<file path="config.mk">
export PLATFORM = sky130hd
export DESIGN_NAME = header_length_frame_extractor_top_flat
export DESIGN_NICKNAME = d
export VERILOG_FILES = /design/src/hlfe_pkg.sv /design/src/hlfe_rx_if.sv /design/src/hlfe_frame_if.sv /design/src/hlfe_cfg_regs.sv /design/src/hlfe_parser.sv /design/src/hlfe_out_stage.sv /design/src/header_length_frame_extractor_top.sv /design/src/flat_wrapper.sv
export VERILOG_INCLUDE_DIRS = /design/src /design/src/src
export SDC_FILE = /design/constraint.sdc
export NUM_CORES = 1
export LEC_CHECK = 0
export BUFFER_PORTS_ARGS = -buffer_cell sky130_fd_sc_hd__clkbuf_2
export CORE_MARGIN = 5
export CORE_UTILIZATION = 47
export DETAILED_ROUTE_END_ITERATION = 8
export GPL_TIMING_DRIVEN = 0
export PLACE_DENSITY = 0.72
export SETUP_SLACK_MARGIN = 0.15
export SKIP_CTS_REPAIR_TIMING = 1
export SLEW_MARGIN = 5
export SYNTH_ARGS = -nofsm -noshare
export SYNTH_HDL_FRONTEND = slang
export SYNTH_SLANG_ARGS = --single-unit
</file>
<file path="constraint.sdc">
create_clock -name i_clk -period 4.6 [get_ports i_clk]
set_clock_uncertainty 0.05 [all_clocks]
set_input_delay 0.46 -clock i_clk [delete_from_list [all_inputs] [get_ports i_clk]]
set_output_delay 0.46 -clock i_clk [all_outputs]
set_load 0.005 [all_outputs]
</file>
<file path="src/header_length_frame_extractor_top_defines.svh">
// ----------------------------------------------------------------------------
// header_length_frame_extractor_top_defines.svh
// assertion macros used by the frame extractor parser
// ----------------------------------------------------------------------------
`ifndef HEADER_LENGTH_FRAME_EXTRACTOR_TOP_DEFINES_SVH
`define HEADER_LENGTH_FRAME_EXTRACTOR_TOP_DEFINES_SVH

`ifndef SYNTHESIS

// check that holds whenever reset is released
`define HLFE_ASSERT_RST(lbl, clk, rst_n, prop) \
    lbl: assert property (@(posedge clk) disable iff (!rst_n) prop) \
        else $error("hlfe assertion failed");

// check that holds at every edge, reset included
`define HLFE_ASSERT_ALWAYS(lbl, clk, prop) \
    lbl: assert property (@(posedge clk) prop) \
        else $error("hlfe assertion failed");

`else

`define HLFE_ASSERT_RST(lbl, clk, rst_n, prop)
`define HLFE_ASSERT_ALWAYS(lbl, clk, prop)

`endif

`endif

</file>
<file path="src/hlfe_pkg.sv">
`timescale 1ns / 1ps
// ----------------------------------------------------------------------------
// hlfe_pkg
// types, constants and register codes of the header/length frame extractor
// ----------------------------------------------------------------------------
package hlfe_pkg;

    // largest candidate frame, counted from the first header byte
    localparam int MAX_FRAME_BYTES = 256;
    localparam int CNT_W = $clog2(MAX_FRAME_BYTES + 1);
    // width that holds both the byte count and length plus three
    localparam int LEN_W = ((CNT_W > 8) ? CNT_W : 8) + 1;

    localparam int CFG_IDX_W  = 2;
    localparam int CFG_DATA_W = 8;

    // register indexes
    localparam logic [CFG_IDX_W-1:0] CFG_HEADER_FIRST  = 2'd0;
    localparam logic [CFG_IDX_W-1:0] CFG_HEADER_SECOND = 2'd1;
    localparam logic [CFG_IDX_W-1:0] CFG_ACCEPT_CMD_A  = 2'd2;
    localparam logic [CFG_IDX_W-1:0] CFG_ACCEPT_CMD_B  = 2'd3;

    // register reset values
    localparam logic [7:0] RST_HEADER_FIRST  = 8'h5A;
    localparam logic [7:0] RST_HEADER_SECOND = 8'hA5;
    localparam logic [7:0] RST_ACCEPT_CMD_A  = 8'h81;
    localparam logic [7:0] RST_ACCEPT_CMD_B  = 8'h83;

    typedef enum logic {
        PH_HUNT,
        PH_COLLECT
    } t_phase;

    typedef struct packed {
        logic [7:0] header_first;
        logic [7:0] header_second;
        logic [7:0] accept_cmd_a;
        logic [7:0] accept_cmd_b;
    } t_cfg;

    typedef struct packed {
        logic [7:0] frame_byte;
        logic [7:0] body_index;
        logic       last;
    } t_result;

endpackage

</file>
<file path="src/hlfe_rx_if.sv">
`timescale 1ns / 1ps
// ----------------------------------------------------------------------------
// hlfe_rx_if
// received byte channel, one byte per request
// ----------------------------------------------------------------------------
interface hlfe_rx_if;
    logic       valid;
    logic       ready;
    logic [7:0] rx_byte;

    modport source (output valid, output rx_byte, input ready);
    modport sink (input valid, input rx_byte, output ready);
endinterface

</file>
<file path="src/hlfe_frame_if.sv">
`timescale 1ns / 1ps
// ----------------------------------------------------------------------------
// hlfe_frame_if
// delivered frame byte channel with index and last mark
// ----------------------------------------------------------------------------
interface hlfe_frame_if;
    logic       valid;
    logic       ready;
    logic [7:0] frame_byte;
    logic [7:0] body_index;
    logic       last;

    modport source (output valid, output frame_byte, output body_index, output last,
                    input ready);
    modport sink (input valid, input frame_byte, input body_index, input last,
                  output ready);
endinterface

</file>
<file path="src/hlfe_cfg_regs.sv">
`timescale 1ns / 1ps
// ----------------------------------------------------------------------------
// hlfe_cfg_regs
// configuration registers: header bytes and accepted command codes
// ----------------------------------------------------------------------------
module hlfe_cfg_regs
    import hlfe_pkg::*;
(
    input  logic                  i_clk,
    input  logic                  i_rst_n,
    input  logic                  i_we,
    input  logic [CFG_IDX_W-1:0]  i_idx,
    input  logic [CFG_DATA_W-1:0] i_data,
    output t_cfg                  o_cfg
);

    t_cfg r_cfg;
    t_cfg n_cfg;

    // write decoder
    always_comb begin
        n_cfg = r_cfg;
        if (i_we) begin
            unique case (i_idx)
                CFG_HEADER_FIRST:  n_cfg.header_first  = i_data;
                CFG_HEADER_SECOND: n_cfg.header_second = i_data;
                CFG_ACCEPT_CMD_A:  n_cfg.accept_cmd_a  = i_data;
                CFG_ACCEPT_CMD_B:  n_cfg.accept_cmd_b  = i_data;
                default:           n_cfg = r_cfg;
            endcase
        end
    end

    always_ff @(posedge i_clk) begin
        if (!i_rst_n) begin
            r_cfg.header_first  <= RST_HEADER_FIRST;
            r_cfg.header_second <= RST_HEADER_SECOND;
            r_cfg.accept_cmd_a  <= RST_ACCEPT_CMD_A;
            r_cfg.accept_cmd_b  <= RST_ACCEPT_CMD_B;
        end else begin
            r_cfg <= n_cfg;
        end
    end

    assign o_cfg = r_cfg;

endmodule

</file>
<file path="src/hlfe_parser.sv">
`timescale 1ns / 1ps
// ----------------------------------------------------------------------------
// hlfe_parser
// frame hunting state machine: header check, length capture, body delivery
// ----------------------------------------------------------------------------
`include "header_length_frame_extractor_top_defines.svh"

module hlfe_parser
    import hlfe_pkg::*;
(
    input  logic       i_clk,
    input  logic       i_rst_n,
    input  t_cfg       i_cfg,
    input  logic       i_accept,
    input  logic [7:0] i_byte,
    output logic       o_res_valid,
    output t_result    o_res
);

    localparam logic [CNT_W-1:0] CNT_ONE   = CNT_W'(1);
    localparam logic [CNT_W-1:0] CNT_TWO   = CNT_W'(2);
    localparam logic [CNT_W-1:0] CNT_THREE = CNT_W'(3);
    localparam logic [CNT_W-1:0] CNT_FOUR  = CNT_W'(4);
    localparam logic [CNT_W-1:0] CNT_MAX   = CNT_W'(MAX_FRAME_BYTES);
    localparam logic [LEN_W-1:0] LEN_MAX   = LEN_W'(MAX_FRAME_BYTES);

    t_phase           r_phase, n_phase;
    logic [CNT_W-1:0] r_count, n_count;
    logic [7:0]       r_len, n_len;
    logic             r_bad, n_bad;
    logic             r_deliver, n_deliver;

    logic [CNT_W-1:0] cnt_inc;
    logic [CNT_W-1:0] idx_full;
    logic [LEN_W-1:0] len_p3;
    logic             len_ok;
    logic             cmd_ok;
    logic             res_last;

    // per-byte helpers
    assign cnt_inc  = r_count + CNT_ONE;
    assign idx_full = cnt_inc - CNT_FOUR;
    assign len_p3   = LEN_W'(r_len) + LEN_W'(3);
    assign len_ok   = (r_len >= 8'd2) && (len_p3 <= LEN_MAX);
    assign cmd_ok   = (i_byte == i_cfg.accept_cmd_a) || (i_byte == i_cfg.accept_cmd_b);

    // next state and result
    always_comb begin
        n_phase          = r_phase;
        n_count          = r_count;
        n_len            = r_len;
        n_bad            = r_bad;
        n_deliver        = r_deliver;
        o_res_valid      = 1'b0;
        o_res.frame_byte = i_byte;
        o_res.body_index = 8'(idx_full);
        o_res.last       = 1'b0;
        if (i_accept) begin
            unique case (r_phase)
                PH_HUNT: begin
                    if (i_byte == i_cfg.header_first) begin
                        n_phase   = PH_COLLECT;
                        n_count   = CNT_ONE;
                        n_bad     = 1'b0;
                        n_deliver = 1'b0;
                    end
                end
                PH_COLLECT: begin
                    n_count = cnt_inc;
                    if (cnt_inc == CNT_TWO) begin
                        n_bad = (i_byte != i_cfg.header_second);
                    end else if (cnt_inc == CNT_THREE) begin
                        n_len = i_byte;
                    end else if (cnt_inc == CNT_FOUR) begin
                        // command byte: drop the candidate or decide delivery
                        if (r_bad) begin
                            n_phase = PH_HUNT;
                            n_count = '0;
                        end else begin
                            n_deliver        = len_ok && cmd_ok;
                            o_res_valid      = len_ok && cmd_ok;
                            o_res.body_index = 8'd0;
                        end
                    end else if (LEN_W'(cnt_inc) == len_p3) begin
                        // final body byte
                        n_phase          = PH_HUNT;
                        n_count          = '0;
                        n_deliver        = 1'b0;
                        o_res_valid      = r_deliver;
                        o_res.body_index = r_len - 8'd1;
                        o_res.last       = 1'b1;
                    end else if (cnt_inc >= CNT_MAX) begin
                        // bad length runs out the full frame span
                        n_phase   = PH_HUNT;
                        n_count   = '0;
                        n_deliver = 1'b0;
                    end else begin
                        o_res_valid = r_deliver;
                    end
                end
                default: begin
                    n_phase = PH_HUNT;
                    n_count = '0;
                end
            endcase
        end
    end

    // state registers
    always_ff @(posedge i_clk) begin
        if (!i_rst_n) begin
            r_phase   <= PH_HUNT;
            r_count   <= '0;
            r_len     <= '0;
            r_bad     <= 1'b0;
            r_deliver <= 1'b0;
        end else begin
            r_phase   <= n_phase;
            r_count   <= n_count;
            r_len     <= n_len;
            r_bad     <= n_bad;
            r_deliver <= n_deliver;
        end
    end

    // final byte of a delivered frame
    assign res_last = o_res_valid && o_res.last;

    // checks
    `HLFE_ASSERT_RST(a_res_in_collect, i_clk, i_rst_n, o_res_valid |-> (r_phase == PH_COLLECT))
    `HLFE_ASSERT_RST(a_count_bound, i_clk, i_rst_n, r_count <= CNT_MAX)
    `HLFE_ASSERT_RST(a_hunt_count_zero, i_clk, i_rst_n, (r_phase == PH_HUNT) |-> (r_count == '0))
    `HLFE_ASSERT_RST(a_last_ends_frame, i_clk, i_rst_n, res_last |=> (r_phase == PH_HUNT))

endmodule

</file>
<file path="src/hlfe_out_stage.sv">
`timescale 1ns / 1ps
// ----------------------------------------------------------------------------
// hlfe_out_stage
// result register between the parser and the frame channel
// ----------------------------------------------------------------------------
module hlfe_out_stage
    import hlfe_pkg::*;
(
    input  logic    i_clk,
    input  logic    i_rst_n,
    input  logic    i_load,
    input  t_result i_res,
    input  logic    i_ready,
    output logic    o_valid,
    output t_result o_res,
    output logic    o_take
);

    logic    r_valid, n_valid;
    t_result r_res;

    // room for a new result when empty or draining this cycle
    assign o_take = !r_valid || i_ready;

    always_comb begin
        n_valid = r_valid;
        if (i_load) begin
            n_valid = 1'b1;
        end else if (i_ready) begin
            n_valid = 1'b0;
        end
    end

    always_ff @(posedge i_clk) begin
        if (!i_rst_n) begin
            r_valid <= 1'b0;
        end else begin
            r_valid <= n_valid;
        end
    end

    // payload holds until replaced
    always_ff @(posedge i_clk) begin
        if (i_load) begin
            r_res <= i_res;
        end
    end

    assign o_valid = r_valid;
    assign o_res   = r_res;

endmodule

</file>
<file path="src/header_length_frame_extractor_top.sv">
`timescale 1ns / 1ps
// ----------------------------------------------------------------------------
// header_length_frame_extractor_top
// finds header/length framed packets in a byte stream, delivers accepted ones
// ----------------------------------------------------------------------------
//  channel   dir  payload                           request
//  i_rx      in   rx_byte[7:0]                      valid & ready
//  o_frame   out  frame_byte[7:0] body_index[7:0]   valid & ready
//                 last
//  i_cfg_*   in   idx[1:0] data[7:0]                i_cfg_we
//
//  one byte per cycle unless a held result is stalled by the sink; each byte is
//  parsed in the cycle it is taken and its result lands in the output register
//  at the next clock edge; a held result only blocks input when the sink stalls it;
//  while it drains the next byte is still taken
//  synchronous active low reset; no clearing pass
// ----------------------------------------------------------------------------
module header_length_frame_extractor_top
    import hlfe_pkg::*;
(
    input  logic                  i_clk,
    input  logic                  i_rst_n,
    hlfe_rx_if.sink               i_rx,
    hlfe_frame_if.source          o_frame,
    input  logic                  i_cfg_we,
    input  logic [CFG_IDX_W-1:0]  i_cfg_idx,
    input  logic [CFG_DATA_W-1:0] i_cfg_data
);

    t_cfg    cfg;
    t_result res;
    t_result out_res;
    logic    res_valid;
    logic    take;
    logic    accept;

    assign i_rx.ready = take;
    assign accept     = i_rx.valid && take;

    // configuration
    hlfe_cfg_regs u_cfg (
        .i_clk   (i_clk),
        .i_rst_n (i_rst_n),
        .i_we    (i_cfg_we),
        .i_idx   (i_cfg_idx),
        .i_data  (i_cfg_data),
        .o_cfg   (cfg)
    );

    // frame parser
    hlfe_parser u_parser (
        .i_clk       (i_clk),
        .i_rst_n     (i_rst_n),
        .i_cfg       (cfg),
        .i_accept    (accept),
        .i_byte      (i_rx.rx_byte),
        .o_res_valid (res_valid),
        .o_res       (res)
    );

    // result register
    hlfe_out_stage u_out (
        .i_clk   (i_clk),
        .i_rst_n (i_rst_n),
        .i_load  (accept && res_valid),
        .i_res   (res),
        .i_ready (o_frame.ready),
        .o_valid (o_frame.valid),
        .o_res   (out_res),
        .o_take  (take)
    );

    assign o_frame.frame_byte = out_res.frame_byte;
    assign o_frame.body_index = out_res.body_index;
    assign o_frame.last       = out_res.last;

endmodule

</file>
<file path="src/flat_wrapper.sv">
// flat-port wrapper written by rule: the top's interface ports become plain ports
module header_length_frame_extractor_top_flat import hlfe_pkg::*;
  (i_clk, i_rst_n, i_cfg_we, i_cfg_idx, i_cfg_data, i_rx_valid, i_rx_rx_byte, i_rx_ready, o_frame_valid, o_frame_frame_byte, o_frame_body_index, o_frame_last, o_frame_ready);
  hlfe_rx_if i_rx_i ();
  hlfe_frame_if o_frame_i ();
  input  logic i_clk;
  input  logic i_rst_n;
  input  logic i_cfg_we;
  input  logic [CFG_IDX_W-1:0] i_cfg_idx;
  input  logic [CFG_DATA_W-1:0] i_cfg_data;
  input wire logic [$bits(i_rx_i.valid)-1:0] i_rx_valid;
  input wire logic [$bits(i_rx_i.rx_byte)-1:0] i_rx_rx_byte;
  output wire logic [$bits(i_rx_i.ready)-1:0] i_rx_ready;
  output wire logic [$bits(o_frame_i.valid)-1:0] o_frame_valid;
  output wire logic [$bits(o_frame_i.frame_byte)-1:0] o_frame_frame_byte;
  output wire logic [$bits(o_frame_i.body_index)-1:0] o_frame_body_index;
  output wire logic [$bits(o_frame_i.last)-1:0] o_frame_last;
  input wire logic [$bits(o_frame_i.ready)-1:0] o_frame_ready;
  assign i_rx_i.valid = i_rx_valid;
  assign i_rx_i.rx_byte = i_rx_rx_byte;
  assign i_rx_ready = i_rx_i.ready;
  assign o_frame_valid = o_frame_i.valid;
  assign o_frame_frame_byte = o_frame_i.frame_byte;
  assign o_frame_body_index = o_frame_i.body_index;
  assign o_frame_last = o_frame_i.last;
  assign o_frame_i.ready = o_frame_ready;
  header_length_frame_extractor_top u_core (.i_clk(i_clk), .i_rst_n(i_rst_n), .i_rx(i_rx_i), .o_frame(o_frame_i), .i_cfg_we(i_cfg_we), .i_cfg_idx(i_cfg_idx), .i_cfg_data(i_cfg_data));
endmodule
</file>
# Yosys cells after proc, flatten, opt, wreduce, memory -nomap -nowiden
# Index checks and enable logic that the tools add are counted.
# totals
word_cells,100
in_bits,23
out_inout_bits,19
register_bits,70
# op_classes
n_lt_le_gt_ge,3
eq_ne,16
bitwise,3
n_mux,43
reduce_logical,18
add_sub_neg,4
# op_table
operator,n
9-bit two-way mux,12
1-bit two-way mux,25
8-bit equality test,3
"9-bit by 2-bit equality test with 1-bit output, second input constant",2
9-bit one-hot mux with 2 select lines,1
8-bit two-way mux,2
2-bit AND reduction,5
"8-bit by 2-bit adder with 9-bit output, second input constant",1
"9-bit by 1-bit adder with 9-bit output, second input constant",1
"9-bit by 3-bit equality test with 1-bit output, second input constant",1
9-bit equality test,1
"9-bit greater-or-equal comparator, second input constant",1
"9-bit less-or-equal comparator, second input constant",1
"8-bit by 2-bit greater-or-equal comparator with 1-bit output, second input constant",1
8-bit != test,1
"8-bit by 1-bit subtractor with 8-bit output, second input constant",1
"8-bit by 3-bit subtractor with 8-bit output, second input constant",1
"2-bit != test, second input constant",3
1-bit one-hot mux with 2 select lines,3
5-bit AND reduction,1
5-bit OR reduction,1
"2-bit equality test, second input constant",2
1-bit logical AND,4
4-bit AND reduction,1
9 further kinds,12

# Longest topological paths before layout
# Gate-level depths: netlist of the first run.
# depth
ltp_word,12
mapped_depth,11

# Hierarchy
# A second synthesis of the first run with hierarchy kept.
# unflattened
hier_cells,435
hier_area_um2,4197.8
# modules_own_cells
module,cells_per_inst,area_per_inst_um2,n_inst
hlfe_parser,285,2319.7,1
hlfe_cfg_regs,127,1306.3,1
hlfe_out_stage,21,559.3,1
header_length_frame_extractor_top,2,12.5,1

# Least setup slack after synthesis of the first run
# OpenSTA, ideal clock, no wires.
# synth_path
path_type,reg2reg
from,reg u_core.u_parser.r_len[0]
to,"reg u_core.u_out.r_res, in the netlist u_core.u_out.o_res[0] (enable)"
period_less_slack_ns,3.203
path_slack_ns,1.397
stages_incl_launch_ff,11
t_arrival_ns,2.779
setup_time_ns,0.373
cell_sequence,dfxtp_1 > clkbuf_1 > inv_1 > ha_1 > nand3b_1 > or3_1 > a21o_1 > a211oi_2 > o211ai_2 > a211o_1 > nand2_1
# synth_via
elab_chain_cells,11
# synth_rtl
element,line,rtl
"start, declared",hlfe_parser.sv:29,"logic [7:0] r_len, n_len;"
"start signal, assigned",hlfe_parser.sv:120,r_len <= n_len;
8-bit by 2-bit adder with 9-bit output,hlfe_parser.sv:43,assign len_p3 = LEN_W'(r_len) + LEN_W'(3);
9-bit less-or-equal comparator,hlfe_parser.sv:44,assign len_ok = (r_len >= 8'd2) && (len_p3 <= LEN_MAX);
1-bit logical AND,hlfe_parser.sv:44,
1-bit logical AND,hlfe_parser.sv:81,o_res_valid = len_ok && cmd_ok;
1-bit two-way mux,hlfe_parser.sv:76,if (r_bad) begin
1-bit two-way mux (*),hlfe_parser.sv:74,end else if (cnt_inc == CNT_FOUR) begin
1-bit two-way mux (*),hlfe_parser.sv:72,end else if (cnt_inc == CNT_THREE) begin
1-bit two-way mux (*),hlfe_parser.sv:70,if (cnt_inc == CNT_TWO) begin
1-bit two-way mux (*),hlfe_parser.sv:59,unique case (r_phase)
1-bit two-way mux (*),hlfe_parser.sv:58,if (i_accept) begin
1-bit logical AND (*),header_length_frame_extractor_top.sv:65,".i_load (accept && res_valid),"
net u_core.u_out.i_load,hlfe_out_stage.sv:11,"input logic i_load,"
"end signal, assigned",hlfe_out_stage.sv:45,r_res <= i_res;
"end, declared",hlfe_out_stage.sv:20,t_result r_res;
# The timed path passes the listed nets; every way through them passes the cells marked *.
# A chain may end at the register's enable or synchronous reset.

# Worst setup path in the final report of the first run
# layout_path
from,reg u_core.u_parser.r_len[0]
to,"reg u_core.u_out.r_res, in the netlist u_core.u_out.o_res[11] (enable)"
# Same word-level chain as after synthesis.

==> results of run 1 <==
-- worst max-delay path: cells and delay by family, from the launching register on --
kind / cells / cell delay, ps
simple gates: 3 / 1310
compound gates: 4 / 990
fa+ha+maj: 1 / 290
buf+inv: 2 / 430
flops: 1 / 340
-- power groups by stage --
stage	combinational (mW)	sequential, mW	clock [mW]
2_1_floorplan	0.0570	0.657	0
3_3_place_gp	0.0856	0.658	0
3_5_place_dp	0.0874	0.659	0
4_1_cts	0.0881	0.645	0.517
5_1_grt	0.0970	0.646	0.546
6_report	0.0882	0.645	0.518
-- stage by stage --
stage / instance area [um2] / hold WS [ps] / total power [mW]
2_1_floorplan: 3870 / 389 / 0.714
3_3_place_gp: 4210 / 407 / 0.744
3_5_place_dp: 4210 / 410 / 0.746
4_1_cts: 4400 / 235 / 1.25
5_1_grt: 4400 / 235 / 1.29
6_report: 4400 / 234 / 1.25
-- metal layers --
metal	wire length [um]	global-route usage [%]
met1	4240	24.7
met2	4460	31.2
met3	482	3.81
met4	115	6.94
met5	0	0
-- logic make-up (layout without fill, tap and decap cells) --
kind of cell               after synthesis  count (layout)  share of synthesized area, %
buffers and inverters                   40              96                          4.29
adders and majority gates               10              10                          3.23
and+or+nand+nor                        167             167                          20.8
muxes                                   25              25                          6.46
xor gates and xnor gates                56              56                          13.4
DFF                                     70              70                          40.6
AOI/OAI and AO/OA                       62              62                          11.3
-- state kept, by name (all words and copies together), names as in the netlist --
| register | cells |
|---|---|
| u_core.u_parser.r_count | 9 |
| u_core.u_cfg.o_cfg | 32 |
| u_core.u_parser.r_bad | 1 |
| u_core.u_out.o_valid | 1 |
| u_core.u_parser.r_deliver | 1 |
| u_core.u_out.o_res | 17 |
| u_core.u_parser.r_len | 8 |
| u_core.u_parser.r_phase | 1 |
-- Yosys cell counts, types with 2 or more instances --
master / instances / area share (%)
a211oi_1: 3 / 0.58
nand3_1: 20 / 2.6
nand4_1: 10 / 1.6
nor3b_1: 4 / 0.77
xnor2_1: 47 / 11
dfxtp_1: 53 / 27
nand2b_1: 3 / 0.48
nor3_1: 8 / 1.0
clkbuf_1: 20 / 1.9
o21ai_0: 14 / 1.8
o21a_1: 5 / 0.97
and2_1: 5 / 0.81
buf_1: 2 / 0.19
ha_1: 10 / 3.2
o211ai_1: 5 / 0.97
buf_2: 7 / 0.90
nor2b_1: 2 / 0.32
inv_1: 10 / 0.97
nand3b_1: 3 / 0.58
nor2_1: 30 / 2.9
a211oi_2: 3 / 0.97
and4_1: 2 / 0.45
nand2_1: 64 / 6.2
edfxtp_1: 17 / 13
o2111ai_1: 3 / 0.68
a21oi_1: 14 / 1.8
o21ai_1: 2 / 0.26
xor2_1: 7 / 1.6
or3_1: 3 / 0.48
xnor3_1: 2 / 1.2
and3_1: 4 / 0.65
mux2i_1: 25 / 6.5
-- cell usage in the layout, fill, tap and decap left out, drive strengths merged, types with 2 or more instances in the layout --
| cell | Yosys | final |
|---|---|---|
| clkbuf | 20 | 70 |
| nand2 | 64 | 64 |
| dfxtp | 53 | 53 |
| xnor2 | 47 | 47 |
| nor2 | 32 | 32 |
| mux2i | 25 | 25 |
| nand3 | 21 | 21 |
| edfxtp | 17 | 17 |
| o21ai | 16 | 16 |
| a21oi | 14 | 14 |
| inv | 10 | 12 |
| nand4 | 10 | 10 |
| ha | 10 | 10 |
| buf | 10 | 10 |
| nor3 | 8 | 8 |
| xor2 | 7 | 7 |
| and2 | 7 | 7 |
| o211ai | 6 | 6 |
| a211oi | 6 | 6 |
| o21a | 5 | 5 |
| nor3b | 4 | 4 |
| and3 | 4 | 4 |
| or3 | 3 | 3 |
| nand3b | 3 | 3 |
| o2111ai | 3 | 3 |
| nand2b | 3 | 3 |
| clkinvlp | 0 | 3 |
| and4 | 3 | 3 |
| nor2b | 2 | 2 |
| xnor3 | 2 | 2 |
| a41oi | 2 | 2 |
-- worst max-delay path by stage --
stage | end | slack (ps) | cells past startpoint | from
finish | u_core.u_out.o_res[11] | 820 | 10 | u_core.u_parser.r_len[0]
CTS | u_core.u_out.o_res[11] | 850 | 10 | u_core.u_parser.r_len[0]
floorplan | u_core.u_out.o_res[0] | 1400 | 10 | u_core.u_parser.r_len[0]
global placement | u_core.u_out.o_res[10] | 950 | 10 | u_core.u_parser.r_len[0]
global route | u_core.u_out.o_res[11] | 590 | 10 | u_core.u_parser.r_len[0]
detailed placement | u_core.u_out.o_res[10] | 880 | 10 | u_core.u_parser.r_len[0]
-- final cells by class --
class                   instances  share of cell area [%]
plain buffers                  30                    2.93
well taps                     105                    2.98
multi-input cells             320                    48.5
inverters                      10                   0.852
clock inverters                 6                    1.59
flip-flops and latches         70                    35.7
repair buffers                 40                    4.55
clock buffers                  10                    2.90
==> flow_metrics.py, run 1 <==
metrics = {
    "hold_path": {
        "hold_start": "i_rx_rx_byte[1]",
        "whs_endpoint": "u_core.u_out.o_res[10]",
        "min_path_cells": 1,
        "holdCritPathClass": "input port to register",
    },
    "timing": {
        "max_freq_mhz": 264,
        "slew_headroom_pct": 34.4,
        "hold_viol": 0,
        "finalWorstSetupSlack_ps": 819,
        "setup_viol": 0,
        "worst_slew_pin_slew_ps": 977,
        "fin_crit_sh_pct": 82.2,
        "drv_slew": 0,
        "period_needed_ps": 3780,
        "rsz0062_at_grt": "false",
        "fin_tns_setup_ps": 0,
    },
    "layout": {
        "post-route-util_pct": 54.1,
        "drive_above_1_share_pct": 15.4,
        "nets": 514,
        "multiInputGateArea_um2": 2140,
        "syn2layout_area_growth_pct": 13.7,
        "antennaDiodeCount": 0,
        "layoutNonFillerInstCount": 591,
        "regArea_um2": 1570,
        "final.fill_count": 728,
    },
    "grt": {
        "antenna_found_initial": 0,
        "grtUsageTotal_pct": 19.0,
        "grt_pass1_wl_mm": 15.2,
        "grt_overflow": 0,
        "grt_pass1_vias": 3097,
        "grt_max_degree": 18,
    },
    "drt": {
        "dr_total_vias": 3202,
        "wire_per_inst_um": 15.7,
        "drtAntennaViolNets": 0,
        "drc": 0,
        "dr.pass1.iters": 4,
        "drtIter0Drc": 172,
        "wl_mm": 9.29,
        "via_per_inst": 5.42,
    },
    "cts": {
        "numCtsBuffers": 9,
        "clock_latency_ps": 360,
        "cts_buffer_depth": 2,
        "root_buffer": "clkbuf_8",
        "numClockSinks": 70,
        "tritoncts": "built",
        "clkTransAtPathRegs_ps": 80,
        "h-tree-depth": 3,
    },
    "floorplan": {
        "start_util_pct": 47.6,
        "die_h_um": 101,
        "rows": 33,
        "io_pins": 42,
        "core_area_um2": 8130,
        "die_x_um": 101,
        "die_area_um2": 10200,
    },
    "pwr": {
        "peakVddDrop_v": 0.000169,
        "p_switching_mw": 0.322,
        "power_leakage_nw": 1.70,
        "pwr-share-comb_pct": 7.0,
        "p_int_mw": 0.929,
        "p_clk_share_pct": 41.4,
        "seqPwrFrac_pct": 51.5,
        "p_per_area_nw_per_um2": 284,
        "switching_share_pct": 25.7,
    },
    "logic_synthesis": {
        "async_reset_ff_share_pct": 0,
        "ys.flop_type": "dfxtp_1",
        "ys_warn_count": 0,
        "syn-mean-instance-area_um2": 9.01,
        "synth.distinct_cells": 55,
        "ys_seq_elements": 70,
        "netlist_area_um2": 3870,
        "synth_edf_count": 17,
        "synth_nets": 463,
        "yosysSeqAreaShare_pct": 40.6,
        "synthCells": 430,
    },
    "setup_path": {
        "r2r_start": "u_core.u_parser.r_len[0]",
        "cpPeakStageDelay_ps": 570,
        "rr_worst_depth": 10,
        "crit_type": "register to register",
        "crit_chain": "clkbuf_1 -> inv_1 -> ha_1 -> nand3b_1 -> or3_1 -> a21o_1 -> a211oi_2 -> o211ai_2 -> a211o_1 -> nand2_1",
        "reg2reg_to": "u_core.u_out.o_res[11]",
        "path_max_fanout": 17,
        "startpoint_type": "register",
        "worst_path_max_delay_cell": "nand2_1",
        "critPathRequiredTime_ps": 4540,
        "r2r_setup_slack_ps": 820,
        "crit_arrival_ps": 3720,
        "end_kind": "register",
    },
    "run": {
        "drv_cap": 0,
    },
    "place": {
        "post-dp-hpwl_mm": 6.89,
        "globalplace.congestion": 0.885,
        "pre_cts_ws_ps": 877,
        "dp_cells": 575,
        "numPortBuffers": 40,
    },
    "status": {
        "status": "complete, no violations",
    },
}
Power figures use the tool's default switching activity.
==> run 2: changes to the inputs <==
==> constraint.sdc (replaced) <==
create_clock -name i_clk -period 3.8 [get_ports i_clk]
set_clock_uncertainty 0.05 [all_clocks]
set_input_delay 0.38 -clock i_clk [delete_from_list [all_inputs] [get_ports i_clk]]
set_output_delay 0.38 -clock i_clk [all_outputs]
set_load 0.005 [all_outputs]
==> flow_metrics.py, run 2 (synthesized netlist as in run 1, its figures left out) <==
metrics = {
    "setup_path": {
        "cpPeakStageDelay_ps": 460,
        "critPathTopFamily": "compound AO/OA/AOI/OAI gates",
        "startpoint_type": "register",
        "critPathBufInv": 2,
        "crit_arrival_ps": 3410,
        "end_kind": "register",
        "path_max_fanout": 17,
        "crit_type": "register to register",
        "critPathRequiredTime_ps": 3790,
        "worst_path_max_delay_cell": "or3_1",
        "crit_chain": "clkbuf_1 -> inv_1 -> ha_1 -> nand3b_1 -> or3_1 -> a21o_1 -> a211oi_2 -> o211ai_2 -> a211o_1 -> nand2_4",
    },
    "floorplan": {
        "die_x_um": 101,
        "start_util_pct": 47.6,
        "die_area_um2": 10200,
        "io_pins": 42,
        "rows": 33,
        "core_area_um2": 8130,
        "die_h_um": 101,
    },
    "pwr": {
        "seqPwrFrac_pct": 51.6,
        "switching_share_pct": 25.7,
        "peakVddDrop_v": 0.000204,
        "p_int_mw": 1.12,
        "p_clk_share_pct": 41.4,
        "power_mw": 1.51,
        "p_switching_mw": 0.389,
        "power_leakage_nw": 1.70,
        "pwr-share-comb_pct": 7.0,
        "p_per_area_nw_per_um2": 343,
    },
    "layout": {
        "final.fill_count": 729,
        "mostFrequentLayoutCells": "63 x nand2_1, 53 x dfxtp_1, 47 x xnor2_1, 40 x clkbuf_2, 30 x nor2_1",
        "final_common_cell": "nand2_1",
        "nets": 514,
        "drive_above_1_share_pct": 15.6,
        "syn2layout_area_growth_pct": 13.9,
        "largest_reg_flops": 32,
        "post-route-util_pct": 54.2,
        "antennaDiodeCount": 0,
    },
    "timing": {
        "setup_viol": 0,
        "fin_crit_sh_pct": 89.9,
        "fin_hold_ws_ps": 155,
        "slew_headroom_pct": 34.6,
        "hold_viol": 0,
        "period_needed_ps": 3410,
        "worst_slew_pin_slew_ps": 973,
        "max_freq_mhz": 293,
        "drv_slew": 0,
        "fin_tns_setup_ps": 0,
        "rsz0062_at_grt": "false",
    },
    "grt": {
        "grt_pass1_wl_mm": 15.2,
        "grt_max_degree": 18,
        "grt_pass1_vias": 3097,
        "grt_overflow": 0,
        "antenna_found_initial": 0,
        "grtUsageTotal_pct": 19.0,
    },
    "drt": {
        "drc": 0,
        "wl_mm": 9.28,
        "dr_total_vias": 3232,
        "drtIter0Drc": 178,
        "via_per_inst": 5.47,
        "wire_per_inst_um": 15.7,
        "drtAntennaViolNets": 0,
        "dr.pass1.iters": 5,
    },
    "cts": {
        "clkTransAtPathRegs_ps": 90,
        "tritoncts": "built",
        "numClockSinks": 70,
        "root_buffer": "clkbuf_8",
        "h-tree-depth": 3,
        "cts_buffer_depth": 2,
        "numCtsBuffers": 9,
        "clock_latency_ps": 360,
    },
    "place": {
        "numPortBuffers": 40,
        "globalplace.congestion": 0.885,
        "post-dp-hpwl_mm": 6.89,
    },
    "run": {
        "drv_cap": 0,
    },
    "hold_path": {
        "holdCritPathClass": "input port to register",
    },
    "status": {
        "status": "complete, no violations",
    },
}
[run 2: area by class of cell]
type | instances | area [um2] | share of cell area [%]
plain buffers | 30 | 129 | 2.92
clock buffers | 10 | 128 | 2.89
clock inverters | 6 | 70.1 | 1.59
inverters | 10 | 37.5 | 0.851
multi-input cells | 320 | 2140 | 48.6
flip-flops and latches | 70 | 1570 | 35.6
well taps | 105 | 131 | 2.98
repair buffers | 40 | 200 | 4.54
[run 2: through the flow]
stage                     setup slack, ps  instances  cell area, um2
final                                 386        591            4410
after global routing                  212        591            4410
after CTS                            45.8        591            4400
after detailed placement             76.9        575            4210
after global placement                153        575            4210
after floorplan                       597        430            3870
[run 2: final timing paths]
| check | start | end | slack, ps | depth (start not counted) |
|---|---|---|---|---|
| setup / recovery | u_core.u_parser.r_len[0] | u_core.u_out.o_res[11] | 390 | 10 |
| hold / removal | i_rx_rx_byte[1] | u_core.u_out.o_res[10] | 160 | 1 |
| setup reg to reg | u_core.u_parser.r_len[0] | u_core.u_out.o_res[11] | 390 | 10 |
| hold reg to reg | u_core.u_cfg.o_cfg[14] | u_core.u_cfg.o_cfg[14] | 420 | 2 |
[run 2: power groups by stage]
stage                     Sequential, mW  Combinational, mW  Clock, mW
after CTS                          0.780              0.107      0.626
after floorplan                    0.796             0.0690          0
after global routing               0.782              0.117      0.662
final                              0.780              0.107      0.626
after global placement             0.797              0.104          0
after detailed placement           0.798              0.106          0
[run 2: worst register-to-register path, stage by stage (launching register included)]
cell,delay [ps]
dfxtp_1,340
clkbuf_1,320
inv_1,120
ha_1,290
nand3b_1,280
or3_1,460
a21o_1,190
a211oi_2,230
o211ai_2,210
a211o_1,390
nand2_4,230
[run 2: per-layer routing]
layer	track usage, %	routed length, um
met4	6.94	167
met5	0	0
met1	24.7	4210
met3	3.81	446
met2	31.2	4460
==> run 3: changes to the inputs <==
--- a/config.mk
+++ b/config.mk
@@ -8,10 +8,10 @@
 export LEC_CHECK = 0
 export BUFFER_PORTS_ARGS = -buffer_cell sky130_fd_sc_hd__clkbuf_2
 export CORE_MARGIN = 5
-export CORE_UTILIZATION = 47
+export CORE_UTILIZATION = 53
 export DETAILED_ROUTE_END_ITERATION = 8
 export GPL_TIMING_DRIVEN = 0
-export PLACE_DENSITY = 0.72
+export PLACE_DENSITY = 0.79
 export SETUP_SLACK_MARGIN = 0.15
 export SKIP_CTS_REPAIR_TIMING = 1
 export SLEW_MARGIN = 5
==> flow_metrics.py, run 3 (synthesized netlist as in run 1, its figures left out) <==
metrics = {
    "timing": {
        "fin_crit_sh_pct": 89.3,
        "max_freq_mhz": 295,
        "finalWorstSetupSlack_ps": 406,
        "rsz0062_at_grt": "false",
        "worst_slew_pin_slew_ps": 952,
        "setup_viol": 0,
        "period_needed_ps": 3390,
        "fin_tns_setup_ps": 0,
        "drv_slew": 0,
        "fin_hold_ws_ps": 162,
        "slew_headroom_pct": 36.1,
        "hold_viol": 0,
    },
    "floorplan": {
        "start_util_pct": 54.0,
        "die_h_um": 95.5,
        "io_pins": 42,
        "rows": 31,
        "die_x_um": 95.5,
        "die_area_um2": 9120,
        "core_area_um2": 7180,
    },
    "setup_path": {
        "worst_path_max_delay_cell": "or3_1",
        "cpPeakStageDelay_ps": 480,
        "crit_arrival_ps": 3370,
        "path_max_fanout": 17,
        "crit_type": "register to register",
        "critPathTopFamily": "compound AO/OA/AOI/OAI gates",
        "crit_chain": "clkbuf_1 -> inv_1 -> ha_1 -> nand3b_1 -> or3_1 -> a21o_1 -> a211oi_2 -> o211ai_2 -> a211o_1 -> nand2_4",
        "critPathBufInv": 2,
        "startpoint_type": "register",
        "end_kind": "register",
        "critPathRequiredTime_ps": 3780,
    },
    "cts": {
        "cts_buffer_depth": 2,
        "clock_latency_ps": 350,
        "clkTransAtPathRegs_ps": 80,
        "h-tree-depth": 3,
        "tritoncts": "built",
        "numClockSinks": 70,
        "root_buffer": "clkbuf_8",
        "numCtsBuffers": 9,
    },
    "status": {
        "status": "complete, no violations",
    },
    "grt": {
        "grt_use_met1_pct": 26.9,
        "grt_pass1_wl_mm": 15.1,
        "grtUsageMet3_pct": 5.68,
        "grt_pass1_vias": 3223,
        "met2_usage_pct": 35.6,
        "grt_max_degree": 18,
        "grt.busiest_layer": "met2",
        "grt_overflow": 0,
        "antenna_found_initial": 0,
        "grtUsageTotal_pct": 21.7,
    },
    "pwr": {
        "power_mw": 1.56,
        "peakVddDrop_v": 0.000207,
        "p_per_area_nw_per_um2": 351,
        "power_leakage_nw": 1.73,
    },
    "layout": {
        "syn2layout_area_growth_pct": 14.5,
        "nets": 514,
        "antennaDiodeCount": 0,
        "largest_reg_flops": 32,
        "drive_above_1_share_pct": 15.8,
        "final.fill_count": 616,
        "final_common_cell": "nand2_1",
        "mostFrequentLayoutCells": "63 x nand2_1, 53 x dfxtp_1, 47 x xnor2_1, 41 x clkbuf_2, 30 x nor2_1",
    },
    "drt": {
        "drc": 0,
        "drtIter0Drc": 212,
        "via_per_inst": 5.59,
        "drtAntennaViolNets": 0,
        "dr_total_vias": 3270,
        "wire_per_inst_um": 15.5,
        "dr.pass1.iters": 5,
        "wl_mm": 9.08,
    },
    "hold_path": {
        "holdCritPathClass": "input port to register",
    },
    "place": {
        "pre_cts_ws_ps": 56.4,
        "numPortBuffers": 40,
        "post-dp-hpwl_mm": 6.54,
        "globalplace.congestion": 0.846,
    },
    "run": {
        "drv_cap": 0,
    },
}
## run 3: changes by cell type in the layout (fill, tap and decap cells not counted)
cell / change
clkbuf_1: -1
clkbuf_16: +2
clkbuf_2: +1
clkinv_2: +1
clkinv_4: +1
clkinvlp_4: -2
inv_6: -2
## run 3: metal layers
metal / routed length (um) / vias to the layer above
met3: 590 / 21
li1: - / 1587
met5: 0 / -
met2: 4330 / 112
met1: 3920 / 1550
met4: 231 / 0
## run 3: cell type report
type	instances	area [um2]	share of cell area, %
Buffer	30	130	2.93
Clock buffer	12	178	4.00
Clock inverter	4	51.3	1.16
Inverter	10	37.5	0.846
Multi-Input combinational cell	320	2140	48.3
Sequential cell	70	1570	35.4
Tap cell	99	124	2.79
Timing Repair Buffer	40	200	4.51
## run 3: metrics by stage
step	instance area, um2	utilization [%]	instances
floorplan	3870	-	430
global placement	4200	58.5	569
detailed placement	4200	58.5	569
CTS	4430	61.7	585
global route	4440	61.8	585
finish	4440	61.8	585
## run 3: power breakdown
group	total, mW	switching (mW)	internal (mW)
logic	0.107	0.0618	0.0448
registers	0.781	0.00863	0.772
clock network	0.670	0.286	0.383
total	1.56	0.357	1.20
## run 3: worst paths after layout
| check | start | end | slack [ps] | depth (start not counted) |
|---|---|---|---|---|
| max reg2reg | u_core.u_parser.r_len[1] | u_core.u_out.o_res[8] | 410 | 10 |
| min | i_rx_rx_byte[3] | u_core.u_out.o_res[12] | 160 | 1 |
| min reg2reg | u_core.u_cfg.o_cfg[12] | u_core.u_cfg.o_cfg[12] | 420 | 2 |
| max | u_core.u_parser.r_len[1] | u_core.u_out.o_res[8] | 410 | 10 |
